==> config.mk <==
export PLATFORM = sky130hd
export DESIGN_NAME = touch_report_decoder
export DESIGN_NICKNAME = d
export VERILOG_FILES = /design/src/hw/rtl/trd_pkg.sv /design/src/hw/rtl/trd_capture.sv /design/src/hw/rtl/trd_decode.sv /design/src/hw/rtl/trd_output.sv /design/src/hw/rtl/touch_report_decoder.sv
export SDC_FILE = /design/constraint.sdc
export NUM_CORES = 1
export LEC_CHECK = 0
export BUFFER_PORTS_ARGS = -buffer_cell sky130_fd_sc_hd__clkbuf_2
export CORE_UTILIZATION = 40
export DETAILED_ROUTE_END_ITERATION = 16
export GPL_TIMING_DRIVEN = 0
export HOLD_SLACK_MARGIN = 0.05
export SYNTH_ARGS = -nofsm -noshare
export SYNTH_HDL_FRONTEND = slang
export SYNTH_HIERARCHICAL = 1
export SYNTH_SLANG_ARGS = --single-unit
export TNS_END_PERCENT = 30
==> constraint.sdc <==
create_clock -name clk_i -period 5.2 [get_ports clk_i]
set_clock_uncertainty 0.1 [all_clocks]
set_input_delay 0.26 -clock clk_i [delete_from_list [all_inputs] [get_ports clk_i]]
set_output_delay 0.26 -clock clk_i [all_outputs]
set_load 0.02 [all_outputs]
==> src/hw/rtl/trd_pkg.sv <==
`timescale 1ns / 1ps
`default_nettype none
// ----------------------------------------------------------------------------
// Touch report decoder package
// Shared types, codes and constants of the touch report decoder.
// ----------------------------------------------------------------------------
package trd_pkg;

  // Bytes kept for one report (the longer of the two formats).
  localparam int STORE_DEPTH = 9;

  localparam logic [3:0] LEN_A = 4'd8;
  localparam logic [3:0] LEN_B = 4'd9;

  localparam logic [7:0] MAX_POINTS = 8'd5;
  localparam logic [7:0] TYPE_TOUCH = 8'hFF;
  localparam logic [15:0] CSUM_SEED = 16'h0055;

  typedef logic [STORE_DEPTH-1:0][7:0] report_t;

  typedef enum logic [1:0] {
    KIND_NONE = 2'd0,
    KIND_A    = 2'd1,
    KIND_B    = 2'd2
  } kind_e;

  typedef enum logic [2:0] {
    REG_KIND     = 3'd0,
    REG_WIDTH    = 3'd1,
    REG_HEIGHT   = 3'd2,
    REG_INVERT_X = 3'd3,
    REG_INVERT_Y = 3'd4
  } cfg_reg_e;

  typedef enum logic [1:0] {
    ST_FRESH  = 2'd0,
    ST_BUS    = 2'd1,
    ST_CSUM   = 2'd2,
    ST_NOCTRL = 2'd3
  } status_e;

  typedef enum logic [1:0] {
    EV_NOCTRL = 2'd0,
    EV_BUS    = 2'd1,
    EV_DEC_A  = 2'd2,
    EV_DEC_B  = 2'd3
  } ev_e;

  typedef enum logic [1:0] {
    VD_RELEASE = 2'd0,
    VD_PRESS   = 2'd1,
    VD_CSUM    = 2'd2
  } verdict_e;

  typedef struct packed {
    logic valid;
    ev_e  code;
  } ev_t;

  typedef struct packed {
    verdict_e    verdict;
    logic [11:0] x;
    logic [11:0] y;
  } dec_t;

endpackage
`default_nettype wire

==> src/hw/rtl/trd_capture.sv <==
`timescale 1ns / 1ps
`default_nettype none
// ----------------------------------------------------------------------------
// Touch report decoder: byte capture
// Collects reply bytes into the report store and posts one event per result.
// ----------------------------------------------------------------------------
module trd_capture (
  input  wire logic            clk_i,
  input  wire logic            rst_ni,
  input  wire logic            in_valid_i,
  output logic                 in_ready_o,
  input  wire logic            op_i,
  input  wire logic [7:0]      data_byte_i,
  input  wire logic [1:0]      kind_i,
  input  wire logic            adv_i,
  output trd_pkg::ev_t         ev_o,
  output trd_pkg::report_t     store_o
);

  logic [3:0]       idx_q, idx_d, idx_inc, len;
  trd_pkg::ev_t     ev_q, ev_d;
  trd_pkg::report_t store_q;
  logic             accept, ctrl_ok;

  // The store must not change while a decode is waiting for the output side.
  assign in_ready_o = !ev_q.valid || adv_i;
  assign accept     = in_valid_i && in_ready_o;
  assign ctrl_ok    = (kind_i == trd_pkg::KIND_A) || (kind_i == trd_pkg::KIND_B);
  assign idx_inc    = idx_q + 4'd1;
  assign len        = (kind_i == trd_pkg::KIND_A) ? trd_pkg::LEN_A : trd_pkg::LEN_B;

  always_comb begin
    idx_d = idx_q;
    ev_d  = ev_q;
    if (adv_i) begin
      ev_d.valid = 1'b0;
    end
    if (accept) begin
      if (!ctrl_ok) begin
        idx_d      = '0;
        ev_d.valid = 1'b1;
        ev_d.code  = trd_pkg::EV_NOCTRL;
      end else if (op_i) begin
        idx_d      = '0;
        ev_d.valid = 1'b1;
        ev_d.code  = trd_pkg::EV_BUS;
      end else if (idx_inc >= len) begin
        idx_d      = '0;
        ev_d.valid = 1'b1;
        ev_d.code  = (kind_i == trd_pkg::KIND_A) ? trd_pkg::EV_DEC_A : trd_pkg::EV_DEC_B;
      end else begin
        idx_d = idx_inc;
      end
    end
  end

  always_ff @(posedge clk_i or negedge rst_ni) begin
    if (!rst_ni) begin
      idx_q <= '0;
      ev_q  <= '0;
    end else begin
      idx_q <= idx_d;
      ev_q  <= ev_d;
    end
  end

  always_ff @(posedge clk_i) begin
    if (accept && ctrl_ok && !op_i && (idx_q < 4'(trd_pkg::STORE_DEPTH))) begin
      store_q[idx_q] <= data_byte_i;
    end
  end

  assign ev_o    = ev_q;
  assign store_o = store_q;

endmodule
`default_nettype wire

==> src/hw/rtl/trd_decode.sv <==
`timescale 1ns / 1ps
`default_nettype none
// ----------------------------------------------------------------------------
// Touch report decoder: report decode
// Classifies a stored report and extracts its raw coordinates.
// ----------------------------------------------------------------------------
module trd_decode (
  input  wire trd_pkg::report_t store_i,
  input  wire logic             fmt_b_i,
  output trd_pkg::dec_t         dec_o
);

  logic [7:0]  fingers, keys, count;
  logic [15:0] sum;
  logic        csum_ok;

  assign fingers = {4'd0, store_i[3][3:0]};
  assign keys    = {4'd0, store_i[3][7:4]};
  assign count   = fingers + keys;
  assign sum     = trd_pkg::CSUM_SEED + {8'd0, store_i[4]} + {8'd0, store_i[5]}
                 + {8'd0, store_i[6]} + {8'd0, store_i[7]} + {8'd0, store_i[8]};
  assign csum_ok = (sum == {store_i[1], store_i[0]});

  always_comb begin
    dec_o.verdict = trd_pkg::VD_RELEASE;
    if (!fmt_b_i) begin
      dec_o.x = {store_i[2][3:0], store_i[3]};
      dec_o.y = {store_i[4][3:0], store_i[5]};
      if ((store_i[1] != 8'd0) && (store_i[1] <= trd_pkg::MAX_POINTS)) begin
        dec_o.verdict = trd_pkg::VD_PRESS;
      end
    end else begin
      dec_o.x = {store_i[7][3:0], store_i[4]};
      dec_o.y = {store_i[7][7:4], store_i[5]};
      if ((store_i[2] != trd_pkg::TYPE_TOUCH) || (fingers == 8'd0)
          || (count > trd_pkg::MAX_POINTS)) begin
        dec_o.verdict = trd_pkg::VD_RELEASE;
      end else if ((count == 8'd1) && !csum_ok) begin
        // A single contact carries a checksum over the contact bytes.
        dec_o.verdict = trd_pkg::VD_CSUM;
      end else if ((keys != 8'd0) || (store_i[8][7:4] == 4'd0)) begin
        dec_o.verdict = trd_pkg::VD_RELEASE;
      end else begin
        dec_o.verdict = trd_pkg::VD_PRESS;
      end
    end
  end

endmodule
`default_nettype wire

==> src/hw/rtl/trd_output.sv <==
`timescale 1ns / 1ps
`default_nettype none
// ----------------------------------------------------------------------------
// Touch report decoder: result stage
// Clamps and mirrors the point, keeps the held point and drives the result.
// ----------------------------------------------------------------------------
module trd_output (
  input  wire logic          clk_i,
  input  wire logic          rst_ni,
  input  wire trd_pkg::ev_t  ev_i,
  input  wire trd_pkg::dec_t dec_i,
  input  wire logic [11:0]   width_m1_i,
  input  wire logic [11:0]   height_m1_i,
  input  wire logic          invert_x_i,
  input  wire logic          invert_y_i,
  output logic               adv_o,
  output logic               out_valid_o,
  input  wire logic          out_ready_i,
  output logic               pressed_o,
  output logic [11:0]        x_pos_o,
  output logic [11:0]        y_pos_o,
  output logic [1:0]         status_o
);

  logic        out_valid_q;
  logic        pressed_q, pressed_d;
  logic [11:0] x_q, x_d, y_q, y_d;
  logic [1:0]  status_q, status_d;
  logic        held_p_q, held_p_d;
  logic [11:0] held_x_q, held_x_d, held_y_q, held_y_d;
  logic [11:0] x_cl, y_cl, x_fin, y_fin;

  assign adv_o = ev_i.valid && (!out_valid_q || out_ready_i);

  assign x_cl  = (dec_i.x > width_m1_i) ? width_m1_i : dec_i.x;
  assign y_cl  = (dec_i.y > height_m1_i) ? height_m1_i : dec_i.y;
  assign x_fin = invert_x_i ? (width_m1_i - x_cl) : x_cl;
  assign y_fin = invert_y_i ? (height_m1_i - y_cl) : y_cl;

  always_comb begin
    held_p_d  = held_p_q;
    held_x_d  = held_x_q;
    held_y_d  = held_y_q;
    pressed_d = held_p_q;
    x_d       = held_x_q;
    y_d       = held_y_q;
    status_d  = trd_pkg::ST_FRESH;
    unique case (ev_i.code)
      trd_pkg::EV_NOCTRL: begin
        pressed_d = 1'b0;
        x_d       = '0;
        y_d       = '0;
        status_d  = trd_pkg::ST_NOCTRL;
      end
      trd_pkg::EV_BUS: begin
        status_d = trd_pkg::ST_BUS;
      end
      default: begin
        unique case (dec_i.verdict)
          trd_pkg::VD_CSUM: begin
            status_d = trd_pkg::ST_CSUM;
          end
          trd_pkg::VD_PRESS: begin
            held_p_d  = 1'b1;
            held_x_d  = x_fin;
            held_y_d  = y_fin;
            pressed_d = 1'b1;
            x_d       = x_fin;
            y_d       = y_fin;
          end
          default: begin
            held_p_d  = 1'b0;
            pressed_d = 1'b0;
          end
        endcase
      end
    endcase
  end

  always_ff @(posedge clk_i or negedge rst_ni) begin
    if (!rst_ni) begin
      out_valid_q <= 1'b0;
      held_p_q    <= 1'b0;
      held_x_q    <= '0;
      held_y_q    <= '0;
    end else begin
      if (adv_o) begin
        out_valid_q <= 1'b1;
        held_p_q    <= held_p_d;
        held_x_q    <= held_x_d;
        held_y_q    <= held_y_d;
      end else if (out_ready_i) begin
        out_valid_q <= 1'b0;
      end
    end
  end

  always_ff @(posedge clk_i) begin
    if (adv_o) begin
      pressed_q <= pressed_d;
      x_q       <= x_d;
      y_q       <= y_d;
      status_q  <= status_d;
    end
  end

  assign out_valid_o = out_valid_q;
  assign pressed_o   = pressed_q;
  assign x_pos_o     = x_q;
  assign y_pos_o     = y_q;
  assign status_o    = status_q;

endmodule
`default_nettype wire

==> src/hw/rtl/touch_report_decoder.sv <==
`timescale 1ns / 1ps
`default_nettype none
// ----------------------------------------------------------------------------
// Touch report decoder
// Turns touch-controller reply bytes into pressed/position results.
// ----------------------------------------------------------------------------
// The block accepts one reply byte (or a bus-failure marker) per clock cycle
// while the input is not stalled, and produces one result per completed
// report, per bus failure, and per item taken while no controller is
// configured. The completing item is stored and posts an event, and the
// result stage then decodes the stored report, clamps and mirrors the point
// and loads the output register. The event register and the output register
// form two stages, so the input only stalls when both are full while the
// result consumer holds ready low. Panel sizes are reduced to their largest
// coordinate as they are written, so a size of zero acts as one and anything
// above 4096 acts as 4096. No clearing pass follows reset.
// ----------------------------------------------------------------------------
module touch_report_decoder (
  input  wire logic        clk_i,
  input  wire logic        rst_ni,
  input  wire logic        cfg_we_i,
  input  wire logic [2:0]  cfg_index_i,
  input  wire logic [12:0] cfg_wdata_i,
  input  wire logic        in_valid_i,
  output logic             in_ready_o,
  input  wire logic        op_i,
  input  wire logic [7:0]  data_byte_i,
  output logic             out_valid_o,
  input  wire logic        out_ready_i,
  output logic             pressed_o,
  output logic [11:0]      x_pos_o,
  output logic [11:0]      y_pos_o,
  output logic [1:0]       status_o
);

  // Largest usable coordinate for a written panel size.
  function automatic logic [11:0] size_to_max(input logic [12:0] v);
    logic [12:0] m;
    begin
      m = v - 13'd1;
      if (v == 13'd0) begin
        m = 13'd0;
      end else if (v > 13'd4096) begin
        m = 13'd4095;
      end
      size_to_max = m[11:0];
    end
  endfunction

  logic [1:0]       kind_q;
  logic [11:0]      width_m1_q, height_m1_q;
  logic             invert_x_q, invert_y_q;
  trd_pkg::ev_t     ev;
  trd_pkg::report_t store;
  trd_pkg::dec_t    dec;
  logic             adv;

  // Configuration registers. Writes to indexes past the list are dropped.
  always_ff @(posedge clk_i or negedge rst_ni) begin
    if (!rst_ni) begin
      kind_q      <= trd_pkg::KIND_NONE;
      width_m1_q  <= 12'd639;
      height_m1_q <= 12'd179;
      invert_x_q  <= 1'b0;
      invert_y_q  <= 1'b0;
    end else if (cfg_we_i) begin
      unique case (cfg_index_i)
        trd_pkg::REG_KIND:     kind_q      <= cfg_wdata_i[1:0];
        trd_pkg::REG_WIDTH:    width_m1_q  <= size_to_max(cfg_wdata_i);
        trd_pkg::REG_HEIGHT:   height_m1_q <= size_to_max(cfg_wdata_i);
        trd_pkg::REG_INVERT_X: invert_x_q  <= cfg_wdata_i[0];
        trd_pkg::REG_INVERT_Y: invert_y_q  <= cfg_wdata_i[0];
        default: begin
        end
      endcase
    end
  end

  // Stage one: byte capture and report framing.
  trd_capture u_capture (
    .clk_i       (clk_i),
    .rst_ni      (rst_ni),
    .in_valid_i  (in_valid_i),
    .in_ready_o  (in_ready_o),
    .op_i        (op_i),
    .data_byte_i (data_byte_i),
    .kind_i      (kind_q),
    .adv_i       (adv),
    .ev_o        (ev),
    .store_o     (store)
  );

  // The decode reads the store while the event waits; the capture stage
  // does not touch the store until the event has moved on.
  trd_decode u_decode (
    .store_i (store),
    .fmt_b_i (ev.code == trd_pkg::EV_DEC_B),
    .dec_o   (dec)
  );

  // Stage two: clamp, mirror, held point and result register.
  trd_output u_output (
    .clk_i       (clk_i),
    .rst_ni      (rst_ni),
    .ev_i        (ev),
    .dec_i       (dec),
    .width_m1_i  (width_m1_q),
    .height_m1_i (height_m1_q),
    .invert_x_i  (invert_x_q),
    .invert_y_i  (invert_y_q),
    .adv_o       (adv),
    .out_valid_o (out_valid_o),
    .out_ready_i (out_ready_i),
    .pressed_o   (pressed_o),
    .x_pos_o     (x_pos_o),
    .y_pos_o     (y_pos_o),
    .status_o    (status_o)
  );

  // A pending event with a stalled result must block new items.
  a_block_when_full : assert property (@(posedge clk_i) disable iff (!rst_ni)
    ev.valid && out_valid_o && !out_ready_i |-> !in_ready_o)
    else $error("item accepted while both stages are full");

  // A new result is only loaded from a posted event.
  a_result_from_event : assert property (@(posedge clk_i) disable iff (!rst_ni)
    $rose(out_valid_o) |-> $past(ev.valid))
    else $error("result appeared without an event");

  // With no controller the result is always a release at the origin.
  a_noctrl_origin : assert property (@(posedge clk_i) disable iff (!rst_ni)
    out_valid_o && (status_o == trd_pkg::ST_NOCTRL)
    |-> !pressed_o && (x_pos_o == 12'd0) && (y_pos_o == 12'd0))
    else $error("no-controller result is not a release at the origin");

endmodule
`default_nettype wire
Word level (Yosys, flattened, before mapping)
Index checks and enable logic that the tools add are counted.
- register bits after elaboration: 160
- bits in latches: 0
- memory bits (writable): 0
- ROM bits: 0
- word-level logic and storage cells: 127
- memories kept: 0
- $add $sub $neg: 10
- multipliers: 0
- div/mod/pow operators: 0
- order comparisons: 9
- equality and inequality tests: 14
- shifts and indexed selects: 0
- multiplexer cells: 34
- bitwise logic cells: 1
- reductions and logical operators: 34
- operators with widths (kind ; count):
    two-way mux 12 bit ; 8
    bitwise mux 72 bit ; 1
    adder 16 x 8 -> 16 bit ; 4
    case mux 12 bit (2 select lines) ; 2
    demux 8 bit (select 4 bit) ; 1
    two-way mux 26 bit ; 1
    greater-than comparator 12 bit ; 2
    subtractor 12 bit ; 2
    equality test 16 bit ; 1
    nonzero test 8 bit ; 2
    AND reduction 2 bit ; 7
    greater-than comparator 13 bit, second input constant ; 1
    zero test 13 bit ; 1
    two-way mux 3 bit ; 4
    two-way mux 4 bit ; 3
    subtractor 12 x 1 -> 12 bit, second input constant ; 1
    adder 7 x 8 -> 9 bit, first input constant ; 1
    equality test 8 x 1 -> 1 bit, second input constant ; 1
    greater-than comparator 8 x 3 -> 1 bit, second input constant ; 1
    <= comparator 8 x 3 -> 1 bit, second input constant ; 1
    logical AND 1 bit ; 8
    zero test 8 bit ; 1
    two-way mux 8 bit ; 1
    inequality test 8 bit, second input constant ; 1
    24 further kinds ; 46

Logic depth before layout (Yosys ltp)
Gate-level depths: netlist of the first run.
- depth after elaboration: 17
- gate-level depth with buffers: 28
- mapped depth without buffers: 27

Modules after synthesis
The synthesis of the first run kept the hierarchy.
- modules (own cells, without submodules) (module ; instances ; cells an instance ; area an instance (µm²)):
    trd_output ; 1 ; 605 ; 5006.1
    trd_capture ; 1 ; 133 ; 2767.7
    trd_decode ; 1 ; 245 ; 1959.4
    touch_report_decoder ; 1 ; 159 ; 1539.0

Worst setup path before layout of the first run
No wires, ideal clock.
- path kind: register to register
- from: reg u_capture.ev_q, in the netlist u_capture/ev_o[0]
- to: reg u_output.x_q[6], in the netlist u_output/x_pos_o[6], data pin
- setup time: 0.254 ns
- arrival time: 5.028 ns
- data required time: 4.846 ns
- path slack: -0.182 ns
- stages on the path, launching flop included: 25
- buffers on the path: 4
- period minus slack after synthesis: 5.382 ns
- cells stage by stage: dfrtp_1 and2_1 buf_2 buf_1 mux2_2 ha_1 a21o_1 a21o_1 a21oi_1 o21ai_1 o21ai_2 buf_4 mux2i_1 ha_1 inv_1 fa_1 clkbuf_1 nand2_1 o22a_1 o31a_1 o211ai_1 o32ai_1 o31ai_1 o211a_1 a21bo_1
- RTL lines (element ; RTL line ; source):
    from (decl) ; trd_capture.sv:21 ; trd_pkg::ev_t ev_q, ev_d;
    from (signal assigned) ; trd_capture.sv:63 ; ev_q <= ev_d;
    to (signal assigned) ; trd_output.sv:101 ; x_q <= x_d;
    to (decl) ; trd_output.sv:27 ; logic [11:0] x_q, x_d, y_q, y_d;

==> qor.yml, run 1 <==
route:
  ant_nets: 0
  drcViolationCount: 0
  drt-vias-per-instance: 5.518
  firstDrtPassIters: 5
  drt_iter0_markers: 576
  drt-total-wl_mm: 30.26
  wl_per_cell_um: 18.00
  vias: 9275
place:
  place_hpwl_mm: 22.32
  place_congestion: 0.9119
  dpl_worst_slack_ps: -1289
  placed_cell_area_mm2: 0.01203
  place.port_buffers: 56
synth:
  yosys-top-cells-area: "edfxtp_1, dfrtp_1, ha_1, fa_1, inv_1"
  synth_fa_ha_area_share_pct: 12.50
  synth_top_area_cell: "edfxtp_1"
  synth_top_family_by_area: "compound AO/OA/AOI/OAI gates"
  yosys.area_share.simple_pct: 14.75
  syn_inst: 1142
  ys_ff_latch: 160
  synth_common_cells: "inv_1, nand2_1, edfxtp_1"
  ys.warnings.count: 6
  syn_nets: 1267
  synthArstFlopShare_pct: 38.13
  muxShareOfSynthArea_pct: 4.862
  synth_enable_flop_cells: 99
  synth_xor_area_share_pct: 2.575
  yosys.cell_count.top_type: "inv_1"
  avgSynthCellArea_um2: 9.870
  ys_types: 106
  synthFlopType: "edfxtp_1"
  netlist_area_mm2: 0.01127
  synth_compound_area_share_pct: 19.69
  yosysSeqAreaShare_pct: 40.06
  synth_top_area_share_pct: 26.37
floorplan:
  start_util_pct: 40.57
  fp.dieH_um: 169.9
  die-area_mm2: 0.02886
  die_width_um: 169.9
  fp.coreArea_mm2: 0.02778
  io_pins: 59
  fp-row-count: 61
clock_network:
  clk-insertion-delay-late_ps: 430
  cts.sinks: 160
  htree_levels: 4
  cts_tree: "yes"
  clockRootBuffer: "clkbuf_16"
  clockBufferDepth: 2
  clkTransAtPathRegs_ps: 70
  cts-buffers-inserted: 17
cells_and_area:
  nets: 1415
  post-route-util_pct: 50.01
  diodes: 0
  final_layout_size_suffix_gt1_share_pct: 27.17
  syn2layout_area_growth_pct: 23.25
  fillCellCount: 2545
  finish.instance_area_mm2: 0.01389
outcome:
  status: "complete, but fails checks"
  violations: "setup timing"
critical_path:
  crit_type: "register to register"
  cp.required_ps: 5270
  start_kind: "register"
  crit_arrival_ps: 5280
  cp_max_fo: 6
  end_kind: "register"
global_routing:
  met1_usage_pct: 29.50
  grt_use_met3_pct: 3.605
  grt.busiest_layer: "met2"
  grt_pass1_wl_mm: 47.20
  grt_max_degree: 62
  met2_usage_pct: 33.84
  grt_remaining_overflow: 0
  antenna_found_initial: 0
  grt_pass1_vias: 8704
  track_usage_pct: 21.20
min_path:
  hp-class: "input pin to register"
pwr:
  power.density_mw_per_mm2: 317.4
  p_leak_nw: 5.751
  max-vdd-ir-drop_mv: 0.1945
timing:
  relSlewSlack_pct: 39.94
  timing.final.crit_share_pct: 100.2
  drv_slew: 0
  tightest_slew_ps: 878.1
  max_freq_mhz: 191.9
  period_minus_slack_ps: 5212
  rsz0062_at_grt: "yes"
  hold_viol: 0
  fin_ws_ps: -11.79
  hold_ws_ps: 71.22
  setup_viol: 1
flow_run:
  maxCapViolCount: 0
[metrics by stage]
step | setup TNS [ps] | total power [mW] | cells
5_1_grt | -3157 | 4.633 | 1681
4_1_cts | -705.0 | 4.321 | 1652
2_1_floorplan | -0.6262 | 2.579 | 1142
3_3_place_gp | -42940 | 2.960 | 1576
6_report | -11.79 | 4.409 | 1681
3_5_place_dp | -42660 | 2.977 | 1576
[worst max-delay path, cell delays in order, from the launching register on]
cell,delay [ps]
edfxtp_1,400
ha_1,310
ha_2,190
inv_2,40
fa_2,340
nor2b_2,130
o21ai_2,80
buf_4,150
nand2_4,70
xnor2_2,80
fa_1,540
inv_2,50
ha_4,280
o21ai_0,150
a21oi_2,230
buf_4,160
o21bai_4,60
a22oi_2,220
nand4_1,250
o21ai_4,260
ha_4,220
clkbuf_16,160
mux2_4,300
a22o_1,210
[flip-flops by register name (all words and copies together) (netlist names), 2 cells and up]
register and cells:
height_m1_q 12, kind_q 2, u_capture/ev_o 3, u_capture/idx_q 4
u_capture/store_o 72, u_output/held_x_q 12, u_output/held_y_q 12, u_output/status_o 2
u_output/x_pos_o 12, u_output/y_pos_o 12, width_m1_q 12
[area by class of cell]
cell class              count  area (µm²)  area share (%)
flip-flops and latches    160        4517           32.51
inverters                 107       401.6           2.891
multi-input cells         832        6714           48.33
well taps                 378       473.0           3.404
clock inverters            12       127.6          0.9186
plain buffers              41       302.8           2.179
repair buffers            131       910.9           6.556
clock buffers              20       446.7           3.215
[metal layers]
layer	wire length, µm	vias up
met5	0	-
met4	562	0
met3	1446	29
met2	14100	222
met1	14150	4546
li1	-	4478
[power breakdown]
part	internal [mW]	total, mW	switching [mW]
Sequential	1.51	1.64	0.130
Combinational	0.611	1.54	0.928
Clock	0.685	1.23	0.545
Total	2.81	4.41	1.60
[worst paths after layout]
path	start	end	slack, ps	cells past startpoint
setup / recovery	u_capture/store_o[33]	u_output/x_pos_o[1]	-10	23
hold / removal	cfg_index_i[0]	invert_x_q	70	3
setup reg to reg	u_capture/store_o[33]	u_output/x_pos_o[1]	-10	23
hold reg to reg	u_output/held_x_q[7]	u_output/held_x_q[7]	380	2
max in group asynchronous	rst_ni	u_capture/ev_o[0]	3940	2
min in group asynchronous	rst_ni	u_output/held_y_q[3]	400	2
[placed cells by master (no fill, tap or decap), drive strengths merged, types with 12 or more instances in the layout]
master | synthesis | layout
mux2i | 21 | 21
ha | 75 | 75
edfxtp | 99 | 99
a21o | 16 | 16
o21a | 13 | 13
xnor2 | 20 | 20
nor3 | 20 | 20
o31ai | 19 | 19
nand3 | 18 | 18
o211ai | 17 | 17
and2 | 11 | 12
mux2 | 30 | 30
dfrtp | 48 | 48
inv | 107 | 112
nand2b | 16 | 16
clkbuf | 24 | 97
fa | 20 | 20
a22o | 12 | 12
o21ai | 108 | 108
buf | 20 | 90
nand2 | 102 | 102
nor2b | 18 | 18
nor2 | 71 | 71
dfstp | 13 | 13
a21oi | 49 | 49
[cell families (layout without fill, tap and decap cells)]
| family | Yosys count | count (layout) |
|---|---|---|
| fa+ha+maj | 102 | 102 |
| flops | 160 | 160 |
| mux | 51 | 51 |
| simple gates | 324 | 325 |
| compound gates | 323 | 323 |
| buf+inv | 151 | 311 |
| xor+xnor | 31 | 31 |
[what timing repair did]
action	4_1_cts	5_1_grt
pin swaps	44	56
gates cloned	1	2
gates resized for setup	93	76
hold buffers	5	0
buffers inserted	40	31
setup endpoints to repair	51	51
hold endpoints to repair	52	0
No activity file was read; power rests on OpenSTA's default activity.
==> inputs of run 2 (changes only) <==
Settings changed: PLACE_DENSITY_LB_ADDON set to 0.3.
==> qor.yml, run 2 (same netlist as run 1, synthesis figures left out) <==
outcome:
  status: "complete, but fails checks"
  violations: "DRC, setup timing"
critical_path:
  cp_max_fo: 8  # +2
  crit_arrival_ps: 5440  # +160 ps
  crit_type: "register to register"
  end_kind: "register"
  cp.required_ps: 5270  # about the same
  start_kind: "register"
cells_and_area:
  final_cell_mix: "inv_1, edfxtp_1, nand2_1"
  final_layout_size_suffix_gt1_share_pct: 25.89  # -1.3 points
  nets: 1398  # -1.2%
  syn2layout_area_growth_pct: 21.76
  fillCellCount: 2578  # +1.3%
  diodes: 0  # unchanged
  largest_reg_flops: 72  # unchanged
route:
  drcViolationCount: 2  # +2
  ant_nets: 0  # unchanged
  wl_per_cell_um: 18.16  # +0.85%
  drt-total-wl_mm: 30.21  # -0.17%
  vias: 9279  # +0.043%
  drt_iter0_markers: 714  # +24%
  drt-vias-per-instance: 5.576  # +1.1%
  firstDrtPassIters: 12  # +7
pwr:
  p_clk_share_pct: 27.4  # -0.5 points
  p_sw_share_pct: 37.22  # +0.86 points
  p_leak_nw: 5.658  # -1.6%
  power.share.sequential_pct: 37.4  # +0.2 points
  max-vdd-ir-drop_mv: 0.1823  # -6.3%
  power.density_mw_per_mm2: 318.4  # +0.31%
  finalPower_mw: 4.370  # -0.91%
  switchingPower_mw: 1.626  # +1.4%
  intPower_mw: 2.743  # -2.2%
  power.share.combinational_pct: 35.3  # +0.4 points
floorplan:
  start_util_pct: 40.57  # unchanged
  die-area_mm2: 0.02886  # unchanged
  fp.coreArea_mm2: 0.02778  # unchanged
  io_pins: 59  # unchanged
  die_width_um: 169.9  # unchanged
  fp.dieH_um: 169.9  # unchanged
  fp-row-count: 61  # unchanged
clock_network:
  htree_levels: 4  # unchanged
  clockBufferDepth: 2  # unchanged
  cts.sinks: 160  # unchanged
  cts-buffers-inserted: 17  # unchanged
  cts_tree: "yes"
  clk-insertion-delay-late_ps: 430  # about the same
  clkTransAtPathRegs_ps: 70  # about the same
  clockRootBuffer: "clkbuf_16"
global_routing:
  grt_max_degree: 62  # unchanged
  grt_remaining_overflow: 0  # unchanged
  antenna_found_initial: 1  # +1
  grt_pass1_vias: 8876  # +2.0%
  grt_pass1_wl_mm: 47.78  # +1.2%
  track_usage_pct: 21.35  # +0.15 points
timing:
  tightest_slew_ps: 876.8  # -1.364 ps
  drv_slew: 0  # unchanged
  setup_viol: 26  # +25
  relSlewSlack_pct: 41.55  # +1.6 points
  timing.final.crit_share_pct: 103.1  # +2.9 points
  period_minus_slack_ps: 5362  # +150.6 ps
  hold_viol: 0  # unchanged
  max_freq_mhz: 186.5  # -2.8%
  fin_ws_ps: -162.4  # -150.6 ps
  rsz0062_at_grt: "yes"
place:
  dpl_worst_slack_ps: -1263  # +25.81 ps
  place_congestion: 0.9048  # -0.78%
  place.port_buffers: 56  # unchanged
  place_hpwl_mm: 22.07  # -1.1%
min_path:
  hp-class: "input pin to register"
flow_run:
  maxCapViolCount: 0  # unchanged
==> run 2: changes by cell type in the layout (fill, tap and decap cells not counted), sizes merged <==
cell         previous run  this run
bufinv                  1         0
and2                   12        11
inv                   112       115
clkbuf                 97        95
buf                    90        75
dlygate4sd3             5         4
==> run 2: layer usage <==
metal	up-vias	global-route usage, %	wire length (µm)
met5	-	0	0
met4	0	6.776	603
met3	28	3.349	1638
met2	292	33.34	13970
met1	4512	30.23	14000
li1	4447	-	-
==> run 2: final timing paths <==
path | start | endpoint | slack [ps] | cells after the start
min in group asynchronous | rst_ni | u_output/held_y_q[3] | 380 | 2
worst max-delay path | u_capture/store_o[34] | u_output/x_pos_o[1] | -160 | 23
worst max register to register | u_capture/store_o[34] | u_output/x_pos_o[1] | -160 | 23
worst min register to register | u_output/held_x_q[3] | u_output/held_x_q[3] | 400 | 2
max in group asynchronous | rst_ni | u_capture/ev_o[0] | 3960 | 2
worst min-delay path | data_byte_i[3] | u_capture/store_o[3] | 70 | 1
==> run 2: power by group through the flow <==
stage | clock (mW) | sequential [mW] | combinational, mW
after detailed placement | 0 | 1.66 | 1.31
after CTS | 1.22 | 1.63 | 1.46
after global placement | 0 | 1.66 | 1.29
after global routing | 1.28 | 1.65 | 1.69
after floorplan | 0 | 1.68 | 0.904
final | 1.20 | 1.63 | 1.54
==> run 2: critical path: stages, from the launching register on <==
cell and delay (ps):
edfxtp_1 360, inv_2 70, ha_4 270, inv_1 40, ha_1 270, a21o_1 180
a21oi_2 180, nand2b_4 160, a21boi_2 70, nor2_1 150, xor2_1 100, fa_1 480
inv_1 60, ha_4 190, or4_4 550, nor2_4 120, a21oi_2 60, a22oi_2 200
nand4_1 240, o21ai_2 300, ha_4 230, clkbuf_16 160, mux2_4 310, a22o_1 220
==> run 2: repair_timing <==
action                                  in CTS  in global routing
gates resized for setup                     91                 78
setup buffers                               38                 13
hold endpoints to repair                    51                  0
hold buffers                                 4                  0
pin swaps                                   40                 27
endpoints found under the setup margin      51                 51
gates cloned                                 1                  2
==> run 2: cell type report <==
| cell class | instances | area, µm² | area share (%) |
|---|---|---|---|
| multi-input combinational | 831 | 6651 | 48.46 |
| clock buffer | 18 | 429.2 | 3.127 |
| sequential | 160 | 4517 | 32.91 |
| timing repair buffer | 114 | 794.5 | 5.789 |
| inverter | 107 | 401.6 | 2.926 |
| tap | 378 | 473.0 | 3.446 |
| buffer | 42 | 334.1 | 2.434 |
| clock inverter | 14 | 123.9 | 0.9025 |
==> run 2: stage by stage <==
stage          area [µm²]  setup TNS, ps  utilization, %  instances  hold WS [ps]
5_1_grt             13720          -9819           49.40       1664         61.73
2_1_floorplan       11280        -0.6262               -       1142        -135.6
6_report            13720          -1371           49.40       1664         67.34
3_3_place_gp        12030         -42180           43.30       1576         353.5
3_5_place_dp        12030         -44870           43.31       1576         343.7
4_1_cts             13280         -200.7           47.78       1649         54.81
